===== config.mk =====
export PLATFORM = sky130hd
export DESIGN_NAME = etp_outbuf
export DESIGN_NICKNAME = d
export VERILOG_FILES = /design/src/rtl/event_table_dds_pwm_player_defines.svh /design/src/rtl/etp_pkg.sv /design/src/rtl/etp_outbuf.sv
export SDC_FILE = /design/constraint.sdc
export NUM_CORES = 1
export LEC_CHECK = 0
export BUFFER_PORTS_ARGS = -buffer_cell sky130_fd_sc_hd__buf_4
export CAP_MARGIN = 40
export CORE_UTILIZATION = 50
export DETAILED_ROUTE_END_ITERATION = 6
export GPL_TIMING_DRIVEN = 0
export PLACE_DENSITY_LB_ADDON = 0.3
export SLEW_MARGIN = 20
export SYNTH_ARGS = -nofsm -noshare
export SYNTH_HDL_FRONTEND = slang
export SYNTH_SLANG_ARGS = --single-unit

===== constraint.sdc =====
create_clock -name clk -period 2.46 [get_ports clk]
set_input_delay 0.369 -clock clk [delete_from_list [all_inputs] [get_ports clk]]
set_output_delay 0.369 -clock clk [all_outputs]
set_load 0.05 [all_outputs]

===== src/rtl/event_table_dds_pwm_player_defines.svh =====
// ---------------------------------------------------------------------------
// Event table DDS PWM player: assertion macros
// Simulation builds get concurrent checks; synthesis builds get nothing.
// ---------------------------------------------------------------------------
`ifndef EVENT_TABLE_DDS_PWM_PLAYER_DEFINES_SVH
`define EVENT_TABLE_DDS_PWM_PLAYER_DEFINES_SVH
`ifndef SYNTHESIS
// same-cycle implication on clk, off during reset
`define ETP_ASSERT_SAME(label, ante, cons) \
  label: assert property (@(posedge clk) disable iff (!rst_n) (ante) |-> (cons)) \
    else $error("etp: same-cycle check failed");
// next-cycle implication on clk, off during reset
`define ETP_ASSERT_NEXT(label, ante, cons) \
  label: assert property (@(posedge clk) disable iff (!rst_n) (ante) |=> (cons)) \
    else $error("etp: next-cycle check failed");
`else
`define ETP_ASSERT_SAME(label, ante, cons)
`define ETP_ASSERT_NEXT(label, ante, cons)
`endif
`endif


===== src/rtl/etp_pkg.sv =====
// ---------------------------------------------------------------------------
// etp_pkg
// Shared constants, types and the sine lookup for the event table player.
// ---------------------------------------------------------------------------
package etp_pkg;

  // event table geometry
  localparam int EVENT_COUNT = 64;
  localparam int POS_W       = $clog2(EVENT_COUNT + 1);
  localparam int ADDR_W      = (EVENT_COUNT > 1) ? $clog2(EVENT_COUNT) : 1;

  // configuration port
  localparam int CFG_AW = 4;
  localparam int CFG_DW = 32;

  // register indexes (paddr[3:2])
  localparam logic [1:0] REG_PERIOD = 2'd0;
  localparam logic [1:0] REG_GAP    = 2'd1;
  localparam logic [1:0] REG_PLAYS  = 2'd2;

  // request actions
  localparam logic [1:0] ACT_WRITE = 2'd0;
  localparam logic [1:0] ACT_START = 2'd1;
  localparam logic [1:0] ACT_TICK  = 2'd2;

  // one table entry as stored in the RAM
  typedef struct packed {
    logic        tone;
    logic [31:0] step;
    logic [31:0] count;
  } entry_t;

  // sequencer to tone generator
  typedef struct packed {
    logic       tone_en;   // this tick plays a tone sample
    logic [7:0] sidx;      // sine index, top phase bits
    logic       finished;
  } tone_ctrl_t;

  // one result
  typedef struct packed {
    logic [15:0] compare_a;
    logic [15:0] compare_b;
    logic        finished;
  } res_t;

  // quarter sine, round(32767*sin(2*pi*i/256)) for i = 0..64
  localparam logic [14:0] QSINE [0:64] = '{
    15'd0,     15'd804,   15'd1608,  15'd2410,  15'd3212,  15'd4011,  15'd4808,
    15'd5602,  15'd6393,  15'd7179,  15'd7962,  15'd8739,  15'd9512,  15'd10278,
    15'd11039, 15'd11793, 15'd12539, 15'd13279, 15'd14010, 15'd14732, 15'd15446,
    15'd16151, 15'd16846, 15'd17530, 15'd18204, 15'd18868, 15'd19519, 15'd20159,
    15'd20787, 15'd21403, 15'd22005, 15'd22594, 15'd23170, 15'd23731, 15'd24279,
    15'd24811, 15'd25329, 15'd25832, 15'd26319, 15'd26790, 15'd27245, 15'd27683,
    15'd28105, 15'd28510, 15'd28898, 15'd29268, 15'd29621, 15'd29956, 15'd30273,
    15'd30571, 15'd30852, 15'd31113, 15'd31356, 15'd31580, 15'd31785, 15'd31971,
    15'd32137, 15'd32285, 15'd32412, 15'd32521, 15'd32609, 15'd32678, 15'd32728,
    15'd32757, 15'd32767
  };

  // sine magnitude for an 8-bit index; the sign is idx[7]
  function automatic logic [14:0] sine_mag(input logic [7:0] idx);
    logic [6:0] q;
    logic [6:0] m;
    q = idx[6:0];
    m = (q <= 7'd64) ? q : 7'(8'd128 - {1'b0, q});
    return QSINE[m];
  endfunction

endpackage


===== src/rtl/etp_outbuf.sv =====
// ---------------------------------------------------------------------------
// etp_outbuf
// Result register with a skid stage that catches a result accepted under stall.
// ---------------------------------------------------------------------------
module etp_outbuf import etp_pkg::*; (
  input  logic clk,
  input  logic rst_n,
  input  logic fire,
  input  res_t res,
  input  logic out_stall,
  output logic out_valid,
  output res_t out_res,
  output logic skid_full
);

  logic out_v_r, out_v_nxt;
  logic skid_v_r, skid_v_nxt;
  res_t out_r, out_nxt;
  res_t skid_r, skid_nxt;
  logic out_free;

  assign out_free = !out_v_r || !out_stall;

  // output register loads from skid first, else from the new result
  always_comb begin
    out_v_nxt  = out_v_r;
    skid_v_nxt = skid_v_r;
    out_nxt    = out_r;
    skid_nxt   = skid_r;
    if (out_free) begin
      if (skid_v_r) begin
        out_nxt    = skid_r;
        out_v_nxt  = 1'b1;
        skid_v_nxt = 1'b0;
      end else begin
        out_nxt   = res;
        out_v_nxt = fire;
      end
    end else if (fire) begin
      skid_nxt   = res;
      skid_v_nxt = 1'b1;
    end
  end

  always_ff @(posedge clk) begin
    if (!rst_n) begin
      out_v_r  <= 1'b0;
      skid_v_r <= 1'b0;
    end else begin
      out_v_r  <= out_v_nxt;
      skid_v_r <= skid_v_nxt;
    end
  end

  always_ff @(posedge clk) begin
    out_r  <= out_nxt;
    skid_r <= skid_nxt;
  end

  assign out_valid = out_v_r;
  assign out_res   = out_r;
  assign skid_full = skid_v_r;

endmodule


Word-level counts from Yosys, hierarchy flattened
Cells that the tools add are included.
{ "word_totals": {"ff_bits": 68, "latchBits": 0, "ramBits": 0, "mem_bits_ro": 0, "in_bits": 37, "output_inout_bits": 35, "word_cells": 17, "memories": 0} }
{ "classes": {"addsub": 0, "mul": 0, "div": 0, "magnitude_cmp": 0, "eq_ne": 0, "shift": 0, "mux": 2, "n_bitwise": 2, "reduce_logical": 5} }
{ "op_table": {"columns": ["cell", "n"], "rows": [
  ["33-bit two-way mux", 1],
  ["1-bit logical NOT", 2],
  ["1-bit inverter", 2],
  ["2-bit AND reduction", 1],
  ["2-bit OR reduction", 1],
  ["1-bit logical OR", 1],
  ["1-bit two-way mux", 1]
]} }

Longest topological paths before layout
{ "depth": {"word_depth": 4, "depth_mapped": 4, "depth_no_buf": 2} }

Least setup slack after synthesis
Ideal clock, no wire load.
{ "synth_path": {"path_kind": "flip-flop to flip-flop", "from": "register out_v_r, in the netlist out_valid", "to": "register skid_r[0] (netlist name) (enable)", "setup_ns": 0.393, "arrival_time_ns": 1.582, "required_ns": 2.067, "path_slack_ns": 0.484, "path_stages_with_launch": 2, "path_cell_list": "dfxtp_1 -> and3_1"} }
{ "synth_between": {"elab_chain_len": 4} }
{ "synth_lines": {"columns": ["element", "line_no", "rtl"], "rows": [
  ["start: declaration", "etp_outbuf.sv:16", "logic out_v_r, out_v_nxt;"],
  ["start signal: assignment", "etp_outbuf.sv:50", "out_v_r <= out_v_nxt;"],
  ["1-bit logical NOT", "etp_outbuf.sv:22", "assign out_free = !out_v_r || !out_stall;"],
  ["1-bit logical OR", "etp_outbuf.sv:22", null],
  ["1-bit inverter (no line)", null, null],
  ["2-bit AND reduction (no line)", null, null],
  ["end signal: assignment", "etp_outbuf.sv:57", "skid_r <= skid_nxt;"],
  ["end: declaration", "etp_outbuf.sv:19", "res_t skid_r, skid_nxt;"]
]} }
Every way passes these cells.
A chain may end at the register's enable or synchronous reset.

Final worst setup path
{ "layout_path": {"from": "register out_v_r, in the netlist out_valid", "to": "register skid_r[31] (netlist name) (enable)"} }
The elaborated chain is that of the path after synthesis.

==> results summary <==
The number of design-rule violations left by the first detailed-router iteration is 98. The region available for standard cell placement spans 4880 um^2. The measured slew at the worst slew-check pin came out at 755 ps. The floorplan step set the die height to 74.3 um. In this run the critical register-to-register path is captured at skid_r[31]. The quantity of hold-fixing buffers added after cts came out at 0. The minimum hold slack is 218 ps. The count of max-cap constraint violations is 0. The post-synth design cell area is 2610 um^2.

The tree is rooted in a clkbuf_8. The initial antenna violation count is 0. The number of cells on the critical path is 1. The end point of the critical path is skid_r[31]. In the final layout, the share of cells above drive strength 1 is 0.629.

The number of gates resized after CTS was 0. Summed over all cells, the static leakage comes to 1.35 nW. The area growth from synthesis to layout is 30.2%. Between clock sinks in the finished design, the worst skew comes to 3.88 ps. The sequential group share of total power is 0.553.

The depth of the most critical reg-to-reg path came out at 1. The number of setup violations in the final report came out at 0. After synthesis, the netlist uses 11 different library cells. The number of synthesized register bits came out at 68.

The power density relative to cell area came out at 719 nW/um^2. The die width is 74.3 um. The HPWL after detailed placement is 2870 um. The number of search-and-repair iterations in the first detailed-routing pass came out at 4. Walking the worst path, the cells encountered are and3_2.

The ratio of routed vias to standard cells is 4.80. In this run the worst hold path is classified as in2reg. By area the synthesized netlist is led by edfxtp_1 (76%), mux2_4 (17%), buf_12 (2.3%), mux2_2 (1.7%), dfxtp_1 (1.5%). The TritonCTS clock tree is yes. Power comes to 2.44 mW. The sum of buffers and inverters on the critical path came out at 0. The worst setup path is captured at a flop. Summing over every cut layer, the via total after detailed routing is 1267.

The final hold violation count came out at 0. The post-route clock period utilization is 0.594. The maximum level of the CTS H-tree came out at 3. The number of top-level pins came out at 72. The floorplan step defined a die boundary enclosing 5510 um^2. The post-route non-filler standard cell count came out at 264. The final critical path time including I/O delays and setup came out at 1460 ps. The placement row count is 25. In this run the critical register-to-register path is launched from out_valid. The arrival time at the worst endpoint came out at 1430 ps.

The total detailed-routing wirelength is 4310 um. The number of slew-limit violations in the final report is 0. The post-synthesis cell count is 110. The share of the yosys chip area belonging to registers came out at 0.775. The critical path is of the reg2reg type. Internal power comes to 1.83 mW. The TritonCTS sink count is 68. The maximum fanout encountered on the critical timing path came out at 33. The highest clock rate is 0.684 GHz.

During placement, the flow inserted port buffers numbering 71. The count of unresolved DRC violations after routing is 0. The total CTS buffers came out at 9. The final design utilization came out at 0.697. The residual antenna-violating net count after detailed routing came out at 0. The largest area contributor in the synthesized netlist is edfxtp_1. The antenna diode count came out at 0. The number of nets in the synthesized netlist is 147. STA classifies the critical path startpoint as a flop. The clock reaches the later pin of the worst-skew pair after 330 ps. The largest voltage drop on the vdd net is 0.480 mV. The net count of the finished layout came out at 230.

The number of buffers inserted to repair setup after CTS came out at 0. The maximum number of pins on one net before global-route repair is 36. The global router's overall resource usage came out at 0.166. The largest individual stage delay along the critical path comes from the cell and3_2.

The most critical setup path has its startpoint at out_valid. The count of synthesis-stage warnings from yosys is 0. The routability congestion estimate is 0.639. The first global-routing pass estimated 6220 um of wire. The mean instance size in the synthesized netlist came out at 23.7 um^2.

Setup repair after global routing left no endpoint under its margin. At the worst endpoint, the required time is 2420 ps. After detailed placement, the design holds a cell count of 248. The total grt overflow is 0. For this run, the slowest stage of the critical path takes 710 ps.

The initial standard-cell utilization of the core came out at 0.535. The average wire per standard cell came out at 16.3 um. The relative contribution of the clock network to total power is 0.299.

The buffer depth of the longest clock path is 2. The minimum setup slack among reg-to-reg paths came out at 1000 ps. In this run the tightest slew margin relative to its limit is 0.496. The via count of the first global-routing pass came out at 1263.

Of the total power, combinational logic draws 0.148. The number of fill cells is 348. The cell class contributing the biggest share of worst-path delay is simple AND/OR/NAND/NOR gates. The clock transition at the register clock pins on the worst setup and hold paths after CTS came out at 70 ps.

The flow ran to the end, and the final reports show no timing, DRC or antenna violations. The top-area cell type share of the netlist area came out at 0.759. The setup TNS after final layout is 0 ps. In this run the power spent charging and discharging nets is 616 uW. The net switching share of the total power came out at 0.252.
synthesized netlist by cell type, drive strengths merged:
| library cell | instances |
|---|---|
| nor2 | 1 |
| mux2 | 33 |
| and3 | 1 |
| edfxtp | 66 |
| a21boi | 1 |
| nand2 | 1 |
| nor3b | 1 |
| dfxtp | 2 |
| buf | 4 |
power by group through the flow:
stage          clock (mW)  combinational, mW  sequential (mW)
3_5_place_dp            0              0.361             1.38
6_report            0.730              0.361             1.35
2_1_floorplan           0             0.0719             1.53
4_1_cts             0.742              0.362             1.35
3_3_place_gp            0              0.352             1.38
5_1_grt             0.779              0.377             1.36
worst min-delay path by stage:
stage,startpoint,endpoint,slack [ps],cells after the start
6_report,res[32],skid_r[32],220,1
5_1_grt,res[32],skid_r[32],210,1
4_1_cts,res[30],skid_r[30],210,1
3_5_place_dp,skid_r[6],out_res[6],540,1
3_3_place_gp,skid_r[32],out_res[32],530,1
2_1_floorplan,res[0],skid_r[0],470,0
layer usage:
layer / track usage / wire [um] / vias to the layer above
li1: - / - / 597
met1: 0.196 / 1680 / 610
met2: 0.265 / 2310 / 49
met3: 0.0569 / 224 / 11
met4: 0.101 / 99 / 0
met5: 0 / 0 / -
layout make-up:
class	instances	area (um^2)	area share
repair buffers	72	553	0.163
clock buffers	11	131	0.0386
multi-input cells	38	520	0.153
clock inverters	4	17.5	0.00515
well taps	67	83.8	0.0247
flip-flops and latches	68	2020	0.595
plain buffers	4	71.3	0.0210
metrics by stage:
step | setup slack, ps | instance area (um^2)
after detailed placement | 883 | 3230
after global routing | 892 | 3400
final | 998 | 3400
after global placement | 427 | 3230
after CTS | 976 | 3380
after floorplan | 484 | 2610
cells in the final DEF (no fill, tap or decap), types with 2 or more instances in the layout:
| cell type | Yosys | routed |
|---|---|---|
| dfxtp_1 | 2 | 2 |
| buf_12 | 3 | 4 |
| mux2_4 | 29 | 29 |
| mux2_2 | 4 | 4 |
| edfxtp_1 | 66 | 66 |
| clkinv_2 | 0 | 2 |
| buf_4 | 0 | 71 |
| clkbuf_1 | 0 | 2 |
| clkinv_1 | 0 | 2 |
| clkbuf_8 | 0 | 9 |
registers in the layout, indices dropped and copies added, names as in the netlist:
signal,flops
out_res,33
skid_r,33
out_valid,1
skid_full,1
cell families (layout without fill, tap and decap cells):
kind of cell | Yosys count | in the layout | share of synthesized area
AO/OA/AOI/OAI | 1 | 1 | 0.00288
flip-flops | 68 | 68 | 0.775
buffers and inverters | 4 | 91 | 0.0273
multiplexers | 33 | 33 | 0.184
AND/OR/NAND/NOR | 4 | 4 | 0.0110
Note: power is estimated with default switching activity, not from simulation.
