===== src/rtl/event_table_dds_pwm_player_defines.svh =====
// ---------------------------------------------------------------------------
// Event table DDS PWM player: assertion macros
// Simulation builds get concurrent checks; synthesis builds get nothing.
// ---------------------------------------------------------------------------
`ifndef EVENT_TABLE_DDS_PWM_PLAYER_DEFINES_SVH
`define EVENT_TABLE_DDS_PWM_PLAYER_DEFINES_SVH
`ifndef SYNTHESIS
// same-cycle implication on clk, off during reset
`define ETP_ASSERT_SAME(label, ante, cons) \
  label: assert property (@(posedge clk) disable iff (!rst_n) (ante) |-> (cons)) \
    else $error("etp: same-cycle check failed");
// next-cycle implication on clk, off during reset
`define ETP_ASSERT_NEXT(label, ante, cons) \
  label: assert property (@(posedge clk) disable iff (!rst_n) (ante) |=> (cons)) \
    else $error("etp: next-cycle check failed");
`else
`define ETP_ASSERT_SAME(label, ante, cons)
`define ETP_ASSERT_NEXT(label, ante, cons)
`endif
`endif


===== src/rtl/etp_pkg.sv =====
// ---------------------------------------------------------------------------
// etp_pkg
// Shared constants, types and the sine lookup for the event table player.
// ---------------------------------------------------------------------------
package etp_pkg;

  // event table geometry
  localparam int EVENT_COUNT = 64;
  localparam int POS_W       = $clog2(EVENT_COUNT + 1);
  localparam int ADDR_W      = (EVENT_COUNT > 1) ? $clog2(EVENT_COUNT) : 1;

  // configuration port
  localparam int CFG_AW = 4;
  localparam int CFG_DW = 32;

  // register indexes (paddr[3:2])
  localparam logic [1:0] REG_PERIOD = 2'd0;
  localparam logic [1:0] REG_GAP    = 2'd1;
  localparam logic [1:0] REG_PLAYS  = 2'd2;

  // request actions
  localparam logic [1:0] ACT_WRITE = 2'd0;
  localparam logic [1:0] ACT_START = 2'd1;
  localparam logic [1:0] ACT_TICK  = 2'd2;

  // one table entry as stored in the RAM
  typedef struct packed {
    logic        tone;
    logic [31:0] step;
    logic [31:0] count;
  } entry_t;

  // sequencer to tone generator
  typedef struct packed {
    logic       tone_en;   // this tick plays a tone sample
    logic [7:0] sidx;      // sine index, top phase bits
    logic       finished;
  } tone_ctrl_t;

  // one result
  typedef struct packed {
    logic [15:0] compare_a;
    logic [15:0] compare_b;
    logic        finished;
  } res_t;

  // quarter sine, round(32767*sin(2*pi*i/256)) for i = 0..64
  localparam logic [14:0] QSINE [0:64] = '{
    15'd0,     15'd804,   15'd1608,  15'd2410,  15'd3212,  15'd4011,  15'd4808,
    15'd5602,  15'd6393,  15'd7179,  15'd7962,  15'd8739,  15'd9512,  15'd10278,
    15'd11039, 15'd11793, 15'd12539, 15'd13279, 15'd14010, 15'd14732, 15'd15446,
    15'd16151, 15'd16846, 15'd17530, 15'd18204, 15'd18868, 15'd19519, 15'd20159,
    15'd20787, 15'd21403, 15'd22005, 15'd22594, 15'd23170, 15'd23731, 15'd24279,
    15'd24811, 15'd25329, 15'd25832, 15'd26319, 15'd26790, 15'd27245, 15'd27683,
    15'd28105, 15'd28510, 15'd28898, 15'd29268, 15'd29621, 15'd29956, 15'd30273,
    15'd30571, 15'd30852, 15'd31113, 15'd31356, 15'd31580, 15'd31785, 15'd31971,
    15'd32137, 15'd32285, 15'd32412, 15'd32521, 15'd32609, 15'd32678, 15'd32728,
    15'd32757, 15'd32767
  };

  // sine magnitude for an 8-bit index; the sign is idx[7]
  function automatic logic [14:0] sine_mag(input logic [7:0] idx);
    logic [6:0] q;
    logic [6:0] m;
    q = idx[6:0];
    m = (q <= 7'd64) ? q : 7'(8'd128 - {1'b0, q});
    return QSINE[m];
  endfunction

endpackage


===== src/rtl/etp_tone.sv =====
// ---------------------------------------------------------------------------
// etp_tone
// Sine lookup and period scaling into the complementary compare pair.
// ---------------------------------------------------------------------------
module etp_tone import etp_pkg::*; (
  input  tone_ctrl_t  ctrl,
  input  logic [15:0] period,
  output res_t        res
);

  logic [14:0] mag;
  logic [30:0] prod;
  logic [15:0] pulse;

  // magnitude is at most 32767, so no clamp stage is needed
  assign mag   = sine_mag(ctrl.sidx);
  assign prod  = 31'(mag) * 31'(period);
  assign pulse = prod[30:15];

  // negative half lowers compare_a, positive half lowers compare_b
  always_comb begin
    res.compare_a = period;
    res.compare_b = period;
    res.finished  = ctrl.finished;
    if (ctrl.tone_en) begin
      if (ctrl.sidx[7]) begin
        res.compare_a = period - pulse;
      end else begin
        res.compare_b = period - pulse;
      end
    end
  end

endmodule


===== config.mk =====
export PLATFORM = sky130hd
export DESIGN_NAME = etp_tone
export DESIGN_NICKNAME = d
export VERILOG_FILES = /design/src/rtl/event_table_dds_pwm_player_defines.svh /design/src/rtl/etp_pkg.sv /design/src/rtl/etp_tone.sv
export SDC_FILE = /design/constraint.sdc
export NUM_CORES = 1
export LEC_CHECK = 0
export BUFFER_PORTS_ARGS = -buffer_cell sky130_fd_sc_hd__buf_2
export CORE_MARGIN = 3
export CORE_UTILIZATION = 58
export DETAILED_ROUTE_END_ITERATION = 8
export PLACE_DENSITY = 0.74
export SLEW_MARGIN = 10
export SYNTH_ARGS = -nofsm -noshare
export SYNTH_HDL_FRONTEND = slang
export SYNTH_SLANG_ARGS = --single-unit

===== constraint.sdc =====
create_clock -name vclk -period 20.3
set_input_delay 4.06 -clock vclk [all_inputs]
set_output_delay 4.06 -clock vclk [all_outputs]
set_load 0.05 [all_outputs]

== After elaboration in Yosys (flattened, before gate mapping) ==
Memory sizes are Yosys's and may differ from the RTL's.
Index checks and enable logic that the tools add are counted.
Storage, ports and cells
  bits in registers: 0
  ROM bits: 1920
  input bits: 26
  memories: 1
Memories
  (no name shown): words 128, width 15, read ports 1, clocked after Yosys merged registers in 0, write ports 0, RTL line etp_pkg.sv:67  | return QSINE[m];
Cells by class
  $add $sub $neg: 2
  multipliers: 1
  $lt $le $gt $ge: 2
  multiplexer cells: 6
  bitwise operators: 1
Operators by type and width (count)
  $mux W16: 2
  $mux W32: 1
  $mul A15 B16 Y31: 1
  $mux W15: 2
  $sub A16 B16 Y16: 1
  $ge A8 B8 Y1 const B: 1
  $not A7 Y8: 1
  $le A7 B7 Y1 const B: 1
  $mux W7: 1
  $sub A1 B7 Y7 const A: 1

== Logic depth before layout (Yosys ltp) ==
Gate-level depths: netlist of run 1.
  depth in word-level cells: 10
  mapped depth: 49
  mapped depth without buffers: 47

== Worst setup path before layout of run 1 ==
Ideal clock, no wire load.
  path type: input-to-output
  start: input ctrl[1] (netlist bit)
  end: output res[15] (netlist bit)
  arrival: 15070 ps
  required time: 16240 ps
  slack: 1170 ps
  cell stages on the path: 47
  cell sequence: buf_2 inv_1 ha_1 nand2b_1 xnor2_1 clkbuf_1 clkbuf_1 clkbuf_1 ha_1 nor2_1 a2111oi_0 a21oi_1 a21oi_1 nor2_1 clkbuf_1 and2_1 fa_1 inv_1 (+11 left out) a2111oi_0 o211ai_1 a41oi_1 nor2_1 a21oi_1 xnor2_1 ha_1 nor2b_1 o21ai_0 a21oi_1 o21ai_0 a21boi_0 o21ai_0 a21oi_1 o31a_1 o311ai_0 a21boi_0 o31ai_1
RTL lines
  start, declared: RTL line etp_tone.sv:6  | input tone_ctrl_t ctrl,
  end, declared: RTL line etp_tone.sv:8  | output res_t res

==> results of run 1 <==
cells in the final DEF, fill, tap and decap left out, drive strengths merged, types with 5 or more instances in the layout:
cell type / Yosys / final
and3: 5 / 5
buf: 6 / 74
a211oi: 11 / 11
a21boi: 5 / 5
fa: 180 / 180
o31ai: 8 / 8
a21oi: 52 / 52
o22ai: 5 / 5
a311oi: 6 / 6
nor2b: 19 / 19
nand2b: 15 / 15
o221ai: 5 / 5
nand4: 7 / 7
mux2i: 5 / 5
nor2: 49 / 49
xnor2: 17 / 17
or3: 10 / 10
nand2: 203 / 203
nor4: 5 / 5
nor3: 23 / 23
and2: 100 / 100
o21ai: 72 / 72
inv: 207 / 207
a21o: 10 / 10
ha: 121 / 121
xor2: 13 / 13
nand3: 15 / 15
per-stage QoR:
stage | hold WS [ns] | worst slack (ns)
after floorplan | 8.29 | 1.17
after detailed placement | 8.12 | 0.775
after global placement | 8.12 | 0.955
after global routing | 8.12 | -0.00112
after CTS | 8.12 | 0.716
final | 8.12 | 0.770
routing by layer:
metal	global-route usage	vias to the layer above	routed length [microns]	part of all wire
li1	-	4179	-	-
met1	0.410	4339	11600	0.44
met2	0.448	414	12100	0.45
met3	0.0383	67	2180	0.082
met4	0.0697	0	741	0.028
met5	0	-	0	0
critical path, delay by kind of cell:
| kind | cells | cell delay (ns) |
|---|---|---|
| xor gates and xnor gates | 1 | 0.18 |
| buffers and inverters | 6 | 0.84 |
| AOI/OAI and AO/OA | 14 | 3.31 |
| adders and majority gates | 10 | 4.45 |
| and+or+nand+nor | 9 | 2.64 |
worst paths after layout:
path                   to  slack (ns)  depth (start not counted)
setup / recovery  res[32]        0.77                         40
hold / removal     res[0]        8.12                          0
logic make-up after synthesis:
| kind of cell | count (synthesis) |
|---|---|
| simple gates | 461 |
| fa+ha+maj | 301 |
| buf+inv | 270 |
| compound gates | 221 |
| xor+xnor | 30 |
| mux | 6 |
area by class of cell:
| type | count | area, sq um | share of cell area |
|---|---|---|---|
| multi-input cells | 1019 | 9160 | 0.862 |
| inverters | 207 | 777 | 0.0731 |
| well taps | 220 | 275 | 0.0259 |
| repair buffers | 74 | 413 | 0.0389 |
cell usage after synthesis, drive strengths merged, types with 11 or more instances:
cell type  instances  area share
inv              207       0.077
nand2            203       0.075
fa               180        0.36
ha               121        0.15
and2             100       0.062
o21ai             72       0.036
clkbuf            57       0.021
a21oi             52       0.026
nor2              49       0.018
nor3              23       0.011
nor2b             19       0.012
xnor2             17       0.015
nand2b            15      0.0093
nand3             15      0.0074
xor2              13       0.011
a211oi            11      0.0091
==> results.json, run 1 <==
{
  "status": "finished, final reports clean",
  "ant_nets": 0,
  "gr-total-overflow": 0,
  "syn_area_sq_mm": 0.0101,
  "finalHoldViolCount": 0,
  "fp-row-count": 47,
  "area_growth_pct": 4.80,
  "synth_compound_area_frac": 0.142,
  "fmax_ghz": 0.0512,
  "diodes": 0,
  "drc": 0,
  "die_y_microns": 138,
  "dp.cells": 1520,
  "synth_nets": 1616,
  "dr.pass1.iters": 5,
  "grt_pass1_wl_mm": 45.3,
  "synthDistinctLibCells": 72,
  "port-buffer-count": 57,
  "synth_fa_ha_area_frac": 0.505,
  "via_per_inst": 5.92,
  "tightest_slew_ns": 0.959,
  "max-cap-violations": 0,
  "timing_worst_setup_path_type": "in -> out",
  "netlist_instances": 1289,
  "post-cts-setup-buffers": 0,
  "design.seq.count": 0,
  "drive_gt1_frac": 0.0754,
  "nets": 1629,
  "setup_viol": 0,
  "drt_wl_total_mm": 26.6,
  "synth_xor_area_frac": 0.0259,
  "period_needed_ns": 19.53,
  "endpoint_kind": "output port",
  "antenna_found_initial": 0,
  "drt_iter0_markers": 692,
  "grtUsageTotal": 0.281,
  "postCtsHoldBufs": 0,
  "fin_tns_setup_ns": 0,
  "critPathMaxFanout": 14,
  "finalInstanceArea_sq_mm": 0.0106,
  "cpPeakStageDelay_ns": 0.74,
  "instances_no_fill": 1520,
  "final.clkbuf_count": 0,
  "hold_class": "in -> out",
  "core-area_sq_mm": 0.0168,
  "dieArea_sq_mm": 0.0191,
  "critPathLaunchType": "input pin",
  "drv_slew": 0,
  "yosys_warnings": 0,
  "regArea_sq_um": 0,
  "die_x_microns": 138,
  "cp.arrival_ns": 15.47,
  "post_cts_resized": 0,
  "place_area_sq_mm": 0.0106,
  "gp_congestion": 0.960,
  "hold_start": "ctrl[0]",
  "required_ns": 16.24,
  "cp_common_cell": "fa_1",
  "yosys.area_share.simple": 0.221,
  "grt_pass1_vias": 9104,
  "relSlewSlack": 0.361,
  "grt_max_degree": 42,
  "fin_util": 0.632,
  "syn_avg_cell_area_sq_um": 7.86,
  "crit_path_start": "ctrl[1]",
  "seq_area_frac_synth": 0,
  "wire_per_inst_microns": 17.5,
  "muxShareOfSynthArea": 0.00605,
  "synth_top_family_by_area": "adder cells",
  "hpwl_mm": 20.9,
  "cp_slowest_cell": "a211oi_2",
  "start_util": 0.603,
  "period_share": 0.962,
  "num_io_pins": 59,
  "nFillCells": 1521,
  "vias": 8999
}
Power of run 1 is left out: the tool's default activity adds up to more than one toggle a clock period on the data nets, which glitch-free logic cannot reach.
==> inputs of run 2 (changes only) <==
- CORE_UTILIZATION: 58 -> 65
- PLACE_DENSITY: 0.74 -> 0.82
==> results.json, run 2 (synthesis results as in run 1) <==
{
  "status": "finished, final reports clean",
  "drc": 0,
  "drt_wl_total_mm": 26.0,
  "design.seq.count": 0,
  "grtUsageTotal": 0.320,
  "period_needed_ns": 19.62,
  "dr.pass1.iters": 5,
  "setup_ws_ns": 0.684,
  "antenna_found_initial": 0,
  "cp_common_cell": "fa_1",
  "cpPeakStageDelay_ns": 0.54,
  "required_ns": 16.24,
  "grt_pass1_wl_mm": 44.0,
  "period_share": 0.966,
  "final_common_cell": "inv_1",
  "cp.arrival_ns": 15.56,
  "area_growth_pct": 4.96,
  "fmax_ghz": 0.0510,
  "wire_per_inst_microns": 17.2,
  "drv_slew": 0,
  "gr-total-overflow": 0,
  "nets": 1630,
  "pre_cts_ws_ns": 0.566,
  "start_util": 0.664,
  "gp_congestion": 0.979,
  "fin_tns_setup_ns": 0,
  "grt_max_degree": 39,
  "timing_worst_setup_path_type": "in -> out",
  "critPathLaunchType": "input pin",
  "endpoint_kind": "output port",
  "critPathMaxFanout": 14,
  "core-area_sq_mm": 0.0153,
  "relSlewSlack": 0.341,
  "hold_class": "in -> out",
  "fp-row-count": 45,
  "finalHoldViolCount": 0,
  "regArea_sq_um": 0,
  "drive_gt1_frac": 0.0776,
  "dieArea_sq_mm": 0.0171,
  "die_x_microns": 131,
  "port-buffer-count": 57,
  "fin_util": 0.697,
  "die_y_microns": 131,
  "ant_nets": 0,
  "path_delay_family": "adder cells",
  "vias": 9005,
  "via_per_inst": 5.96,
  "max-cap-violations": 0,
  "num_io_pins": 59,
  "final.clkbuf_count": 0,
  "place_area_sq_mm": 0.0106,
  "diodes": 0,
  "grt_pass1_vias": 9129,
  "tightest_slew_ns": 0.982,
  "setup_viol": 0,
  "hpwl_mm": 20.7,
  "path_buf_inv": 8,
  "cp_slowest_cell": "fa_1",
  "finalInstanceArea_sq_mm": 0.0106,
  "drt_iter0_markers": 741,
  "final_cell_mix": "inv_1, nand2_1, fa_1, ha_1, and2_1"
}
## run 2: cell count changes in the layout (fill, tap and decap cells not counted)
cell and delta:
clkinv_2 +1, inv_2 -1, a21oi_2 +2, a311oi_4 +1, buf_4 +1, a311oi_2 -1
a21oi_1 -2
## run 2: final timing paths
kind                  slack [ns]  cells after the start      end     from
worst min-delay path        8.12                      0   res[0]  ctrl[0]
worst max-delay path        0.68                     44  res[32]  ctrl[1]
## run 2: per-layer routing
| layer | track usage | vias up | wire length (microns) |
|---|---|---|---|
| met2 | 0.507 | 404 | 12300 |
| li1 | - | 4192 | - |
| met5 | 0 | - | 0 |
| met1 | 0.462 | 4354 | 11200 |
| met3 | 0.0443 | 55 | 2080 |
| met4 | 0.0901 | 0 | 547 |
## run 2: final cells by class
class / instances / area (sq um)
multi-input cells: 1019 / 9180
fillers: 1237 / 4620
inverters: 207 / 778
repair buffers: 75 / 420
well taps: 211 / 264
## run 2: timing repair
item                                    4_1_cts  5_1_grt
gates resized for setup                       0       10
hold buffers                                  0        0
setup buffers                                 0        1
endpoints found under the setup margin        0        5
## run 2: through the flow
step / cells / hold slack (ns)
2_1_floorplan: 1289 / 8.29
3_3_place_gp: 1511 / 8.12
3_5_place_dp: 1511 / 8.12
4_1_cts: 1511 / 8.12
5_1_grt: 1512 / 8.12
6_report: 1512 / 8.12
Power of run 2 is left out for the same reason.
